$ cat src/rtl/lpe_pkg.sv
// ============================================================================
// LED pixel encoder package
// Shared request types, codes and constants for the LED pixel PWM bit encoder.
// ============================================================================
`default_nettype none

package lpe_pkg;

    // Number of serialized color bits, and so the number of duty codes per pixel.
    localparam int unsigned BITS_PER_PIXEL = 24;
    localparam int unsigned CNT_W          = $clog2(BITS_PER_PIXEL);
    localparam int unsigned CHAN_W         = 8;
    localparam int unsigned COLOR_W        = 3 * CHAN_W;

    // Configuration register indexes.
    localparam logic CFG_DUTY_ONE  = 1'b0;
    localparam logic CFG_DUTY_ZERO = 1'b1;

    // Reset values of the duty registers.
    localparam logic [CHAN_W-1:0] DUTY_ONE_RST  = 8'd60;
    localparam logic [CHAN_W-1:0] DUTY_ZERO_RST = 8'd30;

    typedef struct packed {
        logic [COLOR_W-1:0] pixel_color;       // green 23..16, red 15..8, blue 7..0
        logic [CHAN_W-1:0]  pixel_brightness;  // 255 is full scale
    } t_pixel;

    typedef struct packed {
        logic [CHAN_W-1:0] duty_code;
        logic              last_bit;
    } t_result;

endpackage

`default_nettype wire

$ cat src/rtl/led_pixel_pwm_bit_encoder.sv
// ============================================================================
// LED pixel PWM bit encoder
// Scales a GRB pixel by its brightness and serializes it as 24 PWM duty codes.
// ============================================================================
//
//  Channel   Direction  Handshake              Payload
//  -------   ---------  ---------------------  ------------------------------
//  pixel     in         i_valid / o_stall      i_pixel  (color, brightness)
//  result    out        o_valid / i_stall      o_result (duty_code, last_bit)
//  config    in         i_cfg_we               i_cfg_index, i_cfg_data
//
//  A pixel leaves the result port as 24 duty codes from the bit shifter that feeds
//  the output register, one per cycle unless the output stalls. A pixel passes the
//  input register, shifter and result register in turn; the next one waits in the
//  input register while the previous one shifts out, and moves on as the last bit
//  leaves. Reset is synchronous and active low; it clears all valid flags and sets
//  the duty registers to 60 and 30. A stall while a code is held freezes the
//  shifter and result register; the input stalls only when its register is full.
//
`default_nettype none

module led_pixel_pwm_bit_encoder
    import lpe_pkg::*;
(
    input  wire                 i_clk,
    input  wire                 i_rst_n,

    input  wire                 i_valid,
    output logic                o_stall,
    input  wire t_pixel         i_pixel,

    output logic                o_valid,
    input  wire                 i_stall,
    output t_result             o_result,

    input  wire                 i_cfg_we,
    input  wire                 i_cfg_index,
    input  wire [CHAN_W-1:0]    i_cfg_data
);

    localparam logic [CNT_W-1:0] LAST_CNT = CNT_W'(BITS_PER_PIXEL - 1);

    // Configuration registers.
    logic [CHAN_W-1:0]  r_duty_one;
    logic [CHAN_W-1:0]  r_duty_zero;

    // Input register holds one accepted request.
    logic               r_in_valid;
    t_pixel             r_in_pix;

    // Shifter holds the scaled word and counts the bits already sent.
    logic               r_sh_valid;
    logic [COLOR_W-1:0] r_sh_word;
    logic [CNT_W-1:0]   r_sh_cnt;

    // Result register.
    logic               r_out_valid;
    t_result            r_out;

    logic [COLOR_W-1:0] w_scaled;
    logic               w_out_load;
    logic               w_emit;
    logic               w_sh_done;
    logic               w_load_sh;
    logic               w_in_accept;
    t_result            n_out;

    lpe_scaler u_scaler (
        .i_pixel (r_in_pix),
        .o_word  (w_scaled)
    );

    // The result register may take a new code when it is empty or being read.
    assign w_out_load  = !r_out_valid || !i_stall;
    assign w_emit      = r_sh_valid && w_out_load;
    assign w_sh_done   = w_emit && (r_sh_cnt == LAST_CNT);
    // The shifter reloads from a waiting pixel when it is empty or sending its final bit.
    assign w_load_sh   = r_in_valid && (!r_sh_valid || w_sh_done);
    assign o_stall     = r_in_valid && !w_load_sh;
    assign w_in_accept = i_valid && !o_stall;

    always_comb begin
        n_out.duty_code = r_sh_word[COLOR_W-1] ? r_duty_one : r_duty_zero;
        n_out.last_bit  = (r_sh_cnt == LAST_CNT);
    end

    always_ff @(posedge i_clk) begin
        if (!i_rst_n) begin
            r_duty_one  <= DUTY_ONE_RST;
            r_duty_zero <= DUTY_ZERO_RST;
        end else if (i_cfg_we) begin
            unique case (i_cfg_index)
                CFG_DUTY_ONE:  r_duty_one  <= i_cfg_data;
                CFG_DUTY_ZERO: r_duty_zero <= i_cfg_data;
                default:       r_duty_one  <= r_duty_one;
            endcase
        end
    end

    // Input stage.
    always_ff @(posedge i_clk) begin
        if (!i_rst_n) begin
            r_in_valid <= 1'b0;
        end else if (w_in_accept) begin
            r_in_valid <= 1'b1;
        end else if (w_load_sh) begin
            r_in_valid <= 1'b0;
        end
    end

    always_ff @(posedge i_clk) begin
        if (w_in_accept) begin
            r_in_pix <= i_pixel;
        end
    end

    // Bit shifter, most significant bit first.
    always_ff @(posedge i_clk) begin
        if (!i_rst_n) begin
            r_sh_valid <= 1'b0;
            r_sh_cnt   <= '0;
        end else if (w_load_sh) begin
            r_sh_valid <= 1'b1;
            r_sh_cnt   <= '0;
        end else if (w_sh_done) begin
            r_sh_valid <= 1'b0;
            r_sh_cnt   <= '0;
        end else if (w_emit) begin
            r_sh_cnt   <= r_sh_cnt + CNT_W'(1);
        end
    end

    always_ff @(posedge i_clk) begin
        if (w_load_sh) begin
            r_sh_word <= w_scaled;
        end else if (w_emit) begin
            r_sh_word <= {r_sh_word[COLOR_W-2:0], 1'b0};
        end
    end

    // Output register.
    always_ff @(posedge i_clk) begin
        if (!i_rst_n) begin
            r_out_valid <= 1'b0;
        end else if (w_out_load) begin
            r_out_valid <= w_emit;
        end
    end

    always_ff @(posedge i_clk) begin
        if (w_emit) begin
            r_out <= n_out;
        end
    end

    assign o_valid  = r_out_valid;
    assign o_result = r_out;

    // The bit counter never runs past the last bit of a pixel.
    a_cnt_range: assert property (@(posedge i_clk) disable iff (!i_rst_n)
        r_sh_valid |-> (r_sh_cnt <= LAST_CNT))
        else $error("bit counter out of range");

    // The shifter is never overwritten while it still has bits to send.
    a_no_overwrite: assert property (@(posedge i_clk) disable iff (!i_rst_n)
        w_load_sh |-> (!r_sh_valid || (w_emit && r_sh_cnt == LAST_CNT)))
        else $error("shifter reloaded in the middle of a pixel");

    // Two flagged codes can never be delivered back to back.
    a_last_spacing: assert property (@(posedge i_clk) disable iff (!i_rst_n)
        (o_valid && o_result.last_bit && !i_stall) |=> !(o_valid && o_result.last_bit))
        else $error("last bit flagged twice in a row");

endmodule

`default_nettype wire

$ cat src/rtl/lpe_scaler.sv
// ============================================================================
// LED pixel brightness scaler
// Scales each color channel by brightness/255 with truncation and repacks GRB.
// ============================================================================
`default_nettype none

module lpe_scaler
    import lpe_pkg::*;
(
    input  wire t_pixel             i_pixel,
    output logic [COLOR_W-1:0]      o_word
);

    logic [CHAN_W-1:0]   w_chan  [3];
    logic [2*CHAN_W-1:0] w_prod  [3];
    logic [2*CHAN_W:0]   w_sum   [3];

    // floor(p/255) is exact as (p + (p >> 8) + 1) >> 8 for any product of two
    // 8-bit values.
    always_comb begin
        for (int i = 0; i < 3; i++) begin
            w_chan[i] = i_pixel.pixel_color[i*CHAN_W +: CHAN_W];
            w_prod[i] = {{CHAN_W{1'b0}}, w_chan[i]}
                      * {{CHAN_W{1'b0}}, i_pixel.pixel_brightness};
            w_sum[i]  = {1'b0, w_prod[i]}
                      + {{(CHAN_W+1){1'b0}}, w_prod[i][2*CHAN_W-1:CHAN_W]}
                      + {{(2*CHAN_W){1'b0}}, 1'b1};
            o_word[i*CHAN_W +: CHAN_W] = w_sum[i][2*CHAN_W-1:CHAN_W];
        end
    end

endmodule

`default_nettype wire

$ cat config.mk
export PLATFORM = sky130hd
export DESIGN_NAME = led_pixel_pwm_bit_encoder
export DESIGN_NICKNAME = d
export VERILOG_FILES = /design/src/rtl/lpe_pkg.sv /design/src/rtl/led_pixel_pwm_bit_encoder.sv /design/src/rtl/lpe_scaler.sv
export SDC_FILE = /design/constraint.sdc
export NUM_CORES = 1
export LEC_CHECK = 0
export BUFFER_PORTS_ARGS = -buffer_cell sky130_fd_sc_hd__buf_4
export CAP_MARGIN = 20
export CELL_PAD_IN_SITES_DETAIL_PLACEMENT = 1
export CELL_PAD_IN_SITES_GLOBAL_PLACEMENT = 2
export CORE_ASPECT_RATIO = 1.75
export CORE_MARGIN = 2
export CORE_UTILIZATION = 44
export DETAILED_ROUTE_END_ITERATION = 7
export GPL_ROUTABILITY_DRIVEN = 0
export PLACE_DENSITY = 0.89
export SKIP_LAST_GASP = 1
export SLEW_MARGIN = 10
export SYNTH_ARGS = -nofsm -noshare
export SYNTH_HDL_FRONTEND = slang
export SYNTH_SLANG_ARGS = --single-unit
$ cat constraint.sdc
create_clock -name i_clk -period 9.8 [get_ports i_clk]
set_input_delay 0.49 -clock i_clk [delete_from_list [all_inputs] [get_ports i_clk]]
set_output_delay 0.49 -clock i_clk [all_outputs]
set_load 0.1 [all_outputs]
## Word level (Yosys, flattened, before mapping)

Index checks and enable logic that the tools add are counted.

- Bitwise logic cells: 2
- Eq/ne operators: 1
- Reduce and logical (&&, ||, !) cells: 18
- $add $sub $neg: 7
- Multiply operators: 3
- Multiplexer cells: 7

Operator list:

| operator | count |
|---|---|
| adder 16 x 1 -> 16 bit (second input constant) | 3 |
| adder 16 x 8 -> 16 bit | 3 |
| multiplier 8 x 8 -> 16 bit | 3 |
| 2-to-1 mux 24 bit | 2 |
| 2-to-1 mux 8 bit | 1 |
| nonzero test 2 bit | 3 |
| adder 5 x 1 -> 5 bit (second input constant) | 1 |
| equality test 5 bit (second input constant) | 1 |
| logical AND 1 bit | 5 |
| zero test 1 bit | 5 |
| 2-to-1 mux 1 bit | 4 |
| AND reduction 2 bit | 2 |
| OR reduction 3 bit | 1 |
| logical OR 1 bit | 2 |
| inverter 1 bit | 2 |

- Output and inout port bits: 11
- Input port bits: 46
- Bits in registers: 89
- Logic and storage cells: 49

## Longest topological paths before layout

- Word-level depth: 11
- Mapped depth: 27
- Mapped depth without buffers: 25

## By module

Synthesis repeated with hierarchy kept, for this count alone.

- Cell total of the unflattened synthesis: 1112
- Area total of the unflattened synthesis: 10933.0 um2

Modules (own cells, without submodules):

| module | cells each | area an instance (um2) | seq. area each (um2) | instances |
|---|---|---|---|---|
| lpe_scaler | 891 | 7604.8 | 0.0 | 1 |
| led_pixel_pwm_bit_encoder | 221 | 3328.2 | 2432.3 | 1 |

## Least setup slack after synthesis

OpenSTA, ideal clock, no wires.

- Path kind: register to register
- Start point: reg r_in_pix[7] (netlist bit)
- End point: reg r_sh_word[15] (data pin)
- Setup time: 0.260 ns
- Slack: 3.495 ns
- Data arrival time: 6.045 ns
- Stages on the path, launching flop included: 26
- Path buffers: 1
- Cell sequence: edfxtp_1 > clkbuf_1 > nand2_1 > fa_1 > fa_1 > inv_1 > fa_1 > inv_1 > fa_1 > inv_1 > ha_1 > a21o_1 > a221oi_2 > o211ai_1 > a21oi_2 > o21ai_1 > a21o_1 > xnor2_1 > ha_1 > or2_2 > nand3_1 > nor3_2 > and3_1 > o211ai_1 > xnor2_1 > mux2_2

- Longest elaborated chain between the ends: 4

Ends and longest elaborated chain:

| item | line | text |
|---|---|---|
| start, declared | led_pixel_pwm_bit_encoder.sv:49 | `t_pixel r_in_pix;` |
| start signal, assigned | led_pixel_pwm_bit_encoder.sv:113 | `r_in_pix <= i_pixel;` |
| multiplier 8 x 8 -> 16 bit | lpe_scaler.sv:24 | `* {{CHAN_W{1'b0}}, i_pixel.pixel_brightness};` |
| adder 16 x 8 -> 16 bit | lpe_scaler.sv:26 | `+ {{(CHAN_W+1){1'b0}}, w_prod[i][2*CHAN_W-1:CHAN_W]}` |
| adder 16 x 1 -> 16 bit | lpe_scaler.sv:27 | `+ {{(2*CHAN_W){1'b0}}, 1'b1};` |
| 2-to-1 mux 24 bit | led_pixel_pwm_bit_encoder.sv:134 | `if (w_load_sh) begin` |
| end signal, assigned | led_pixel_pwm_bit_encoder.sv:135 | `r_sh_word <= w_scaled;` |
| end signal, assigned | led_pixel_pwm_bit_encoder.sv:137 | `r_sh_word <= {r_sh_word[COLOR_W-2:0], 1'b0};` |
| end, declared | led_pixel_pwm_bit_encoder.sv:53 | `logic [COLOR_W-1:0] r_sh_word;` |

Every way passes these cells.
A chain may end at the register's enable or synchronous reset.

## Final worst setup path

- Start point: reg r_in_pix[3] (netlist bit)
- End point: reg r_sh_word[15] (data pin)

Same word-level chain as after synthesis.

==> impl.org <==
** Worst setup path
- By startpoint and endpoint, the worst setup path is classified as flop to flop.
- Crit path arrival time :: 7.34 ns
- Largest fanout on the critical path :: 24
- Data required time at the worst endpoint :: 9.94 ns
- The number of cells on the worst reg-to-reg path is 23.
- For flop-to-flop paths, the worst setup slack is 2.60 ns.
- The worst setup path is launched from a flop.
- STA classifies the critical path endpoint as a flop.

** Layout
- In the final layout, the multi-input gates occupy 0.007590 mm².
- From synthesis to final layout, the design area changed by 9.742%.
- The filler cells instantiated in the layout total roughly 2.8k.
- For this run, the post-layout net count is 1,459.
- Antenna diode count :: 0
- Registers take 0.002432 mm².
- Cells with a size suffix above 1 make up slightly above 9% of the layout.
- Leaving out filler cells and counting taps, the final layout contains around 1.5k.

** Drt
- Met1 wire length :: a little over 10 mm
- Routed WL :: about 29 mm
- The first routing iteration left 299 violations.
- Remaining number of nets flagged by the antenna check after routing :: 0
- In the routed layout, each cell is associated on average with a via count of between 5 and 6.
- The routed design uses between 15 and 20 mm of met2 wire.
- Dividing the detail-routed wire length by the instance count gives 19.24 µm.
- The pre-antenna-repair detailed-routing pass consisted of 4 iterations.
- Vias after detailed routing :: a little over 8k
- DRC violation count after routing :: 0
- Uppermost signal routing layer after detailed routing :: met4
- Detailed routing placed a total of 699 µm of wire on met3.

** Place
- Cells after DPL :: between 1k and 1.5k
- Placed wire-length estimate :: 22.99 mm
- Port buffering added 56 buffers.

** STA
- Achievable frequency :: 138.9 MHz
- Between clock sinks in the finished design, the worst skew comes to 0.01216 ns.
- Setup violations remaining at the end of the flow were counted as 0.
- Total negative slack for setup checks :: 0 ns
- Part of the cycle the worst path needs :: 73.48%
- The final count of pins violating max slew is 0.
- The final number of hold-violating endpoints came to 0.
- Worst max-slew margin expressed relative to the limit :: 25.72%
- The smallest clock period supported by the final layout is computed as around 7.2 ns.
- Setup repair after global routing left no endpoint under its margin.
- For the pin with the worst max-slew slack, the measured transition is around 1.1 ns.

** Clock tree
- TritonCTS built the clock tree.
- At the later pin of the worst-skew pair, clock insertion delay measures between 0.3 and 0.4 ns.
- Buffer levels on the longest clock path :: 2
- Number of buffers created by CTS :: 9
- Hold repair after CTS inserted 0 buffers.
- Worst-path clk slew :: 0.08 ns
- The H-tree was split into 3 levels.
- CTS-repair resized insts :: 0
- Buffers added to address setup during post-CTS repair amount to 0.
- Number of sinks on the clock net :: 89
- Root buffer cell :: clkbuf_16

** Power
- Net switching power of the design :: 0.001638 W
- For this design the ratio of total power to cell area is 271.8 mW/mm².
- The analysis attributes to cell leakage a power of roughly 5.6 nW.
- Fraction of power consumed by the clock network :: a little under an eighth
- In this run, the combinational gates consume 73.0% of the power.
- Relative contribution of sequential cells to total power :: 15.7%
- IR analysis of the VDD net gives a maximum drop of ~150 µV.
- Switching Fraction :: 51.09%
- Pint :: 0.001569 W

** Global routing
- Entering global routing, the biggest net connects 49 pins.
- First-pass GRT wire length :: 46.62 mm
- Number of global-route vias before repair :: slightly above 9k
- The number of antenna violations at the first check in global routing is 0.
- Total grt overflow :: 0
- Total track usage :: 23.96%

** Synthesis
- The mapped netlist covers 0.01075 mm².
- The number of nets in the synthesized netlist is approximately 1.4k.
- For this run, asynchronously set or reset flops after synthesis account for 0%.
- Most frequently used flop master after synthesis :: edfxtp_1
- Of the synthesized area, sequential elements account for 22.63%.
- Avg Synthesized Cell Area :: 9.480 µm²
- Most frequently used cell type in the post-synthesis netlist :: inv_1
- Synthesis inferred 89 register bits.
- After synthesis, the most frequently instantiated cells are inv_1, and2_1, ha_1, fa_1, nand2_1.
- Number of standard cells after synthesis :: 1,134
- Of all cell types, the one taking the most synthesized area is fa_1.
- In this run, synthesis inferred 65 flip-flops with an integrated enable.
- By area the synthesized netlist is led by fa_1, edfxtp_1, ha_1.
- Total of warnings raised by yosys :: 0
- Synthesis instantiated 73 different standard cells from the library.
- Summed over its instances, the top area cell type makes up 20.11% of the synthesized netlist area.

** Outcome
- The run finished with clean final reports.

** Min path
- The tightest min-delay check is of the input port to flop type.
- Along the worst hold path, the cell count comes to 1.

** Floorplan
- The die covers 0.02575 mm².
- In this run the standard cell core region covers 0.02402 mm².
- Row cnt :: 75
- Initial Utilization :: 44.75%
- Floorplan die width :: 122.2 µm
- Pin placement for this block handled 57 I/O pins.
- Measured along the y axis, the die boundary spans ~210 µm.

** Job
- Maximum Capacitance Violations :: 0
[flip-flops by register name, summed over array words and instances (netlist names)]
signal       flops
o_result         9
o_valid          1
r_duty_one       8
r_duty_zero      8
r_in_pix        32
r_in_valid       1
r_sh_cnt         5
r_sh_valid       1
r_sh_word       24
[through the flow]
| stage | cell area, µm² | setup WS [ns] | util, % | hold WS [ns] | total power [W] |
|---|---|---|---|---|---|
| after detailed placement | 11500 | 2.748 | 47.87 | 0.4539 | 0.002854 |
| final | 11800 | 2.599 | 49.11 | 0.2834 | 0.003207 |
| after floorplan | 10750 | 3.495 | - | 0.4351 | 0.002237 |
| after global placement | 11500 | 2.879 | 47.87 | 0.4471 | 0.002797 |
| after CTS | 11800 | 2.624 | 49.11 | 0.2572 | 0.003249 |
| after global routing | 11800 | 2.205 | 49.11 | 0.2706 | 0.003532 |
[cell families (layout without fill, tap and decap cells)]
family,after synthesis,after routing,share of synthesized area (%)
xor gates and xnor gates,49,49,4.423
buffers and inverters,196,245,6.844
AOI/OAI and AO/OA,150,150,9.742
adders and majority gates,235,235,34.89
muxes,11,11,1.176
DFF,89,89,22.63
and+or+nand+nor,404,404,20.30
[critical path: stages (launching register included)]
cell and delay (ns):
edfxtp_1 0.92, nand2_1 0.18, fa_1 0.52, fa_1 0.50, inv_1 0.06, fa_1 0.54, inv_1 0.06, fa_1 0.54
inv_1 0.05, ha_1 0.37, a21o_1 0.23, a21o_1 0.21, a2111oi_2 0.50, nor2_1 0.12, xor2_1 0.42, ha_1 0.22
inv_1 0.04, o21ai_0 0.24, o22ai_1 0.13, or2_2 0.33, nor3_1 0.24, o211ai_1 0.13, xnor2_1 0.14, mux2_2 0.26
[placed cells by master, fill, tap and decap left out, types with 3 or more instances in the layout]
cell type and n:
o211ai_1 6, nor3b_1 6, xnor2_1 22, nand3_1 25, fa_1 108, a21oi_1 31, mux2_2 9, o22ai_1 3
dfxtp_1 24, a21o_1 18, ha_1 127, nor3_1 15, xor2_1 24, nand2b_1 6, o21ai_0 17, edfxtp_1 65
a211oi_1 4, inv_1 167, nand2_1 107, and2_1 161, o21bai_1 3, or2_2 5, o31ai_1 3, a31oi_1 4
and3_1 7, buf_4 62, o21a_1 8, nand4_1 6, nor2b_1 7, o21ai_1 14, nor2_1 40, nand4b_1 3
a21boi_0 9, clkbuf_16 9
[worst paths after layout]
check,start,endpoint
max,r_in_pix[3]$_DFFE_PP_,r_sh_word[15]$_DFFE_PP_
min,i_pixel[27],r_in_pix[27]$_DFFE_PP_
min reg2reg,r_duty_one[3]$_SDFFE_PN1P_,r_duty_one[3]$_SDFFE_PN1P_
max reg2reg,r_in_pix[3]$_DFFE_PP_,r_sh_word[15]$_DFFE_PP_
[power groups by stage]
stage / clock network, W / registers, W / logic [W]
3_3_place_gp: 0 / 0.000512 / 0.00229
3_5_place_dp: 0 / 0.000512 / 0.00234
5_1_grt: 0.000383 / 0.000510 / 0.00264
4_1_cts: 0.000376 / 0.000504 / 0.00237
6_report: 0.000362 / 0.000504 / 0.00234
2_1_floorplan: 0 / 0.000504 / 0.00173
[metal layers]
layer	up-vias	GRT usage [%]
li1	3828	-
met4	0	10.70
met3	58	3.591
met2	126	47.66
met1	4088	23.57
met5	-	0
[cell type report]
type	count	area share [%]
multi-input cells	849	64.33
flip-flops and latches	89	20.62
inverters	167	5.313
repair buffers	62	3.945
well taps	308	3.267
clock buffers	9	1.909
clock inverters	7	0.6151
Note: power is estimated with default switching activity, not from simulation.
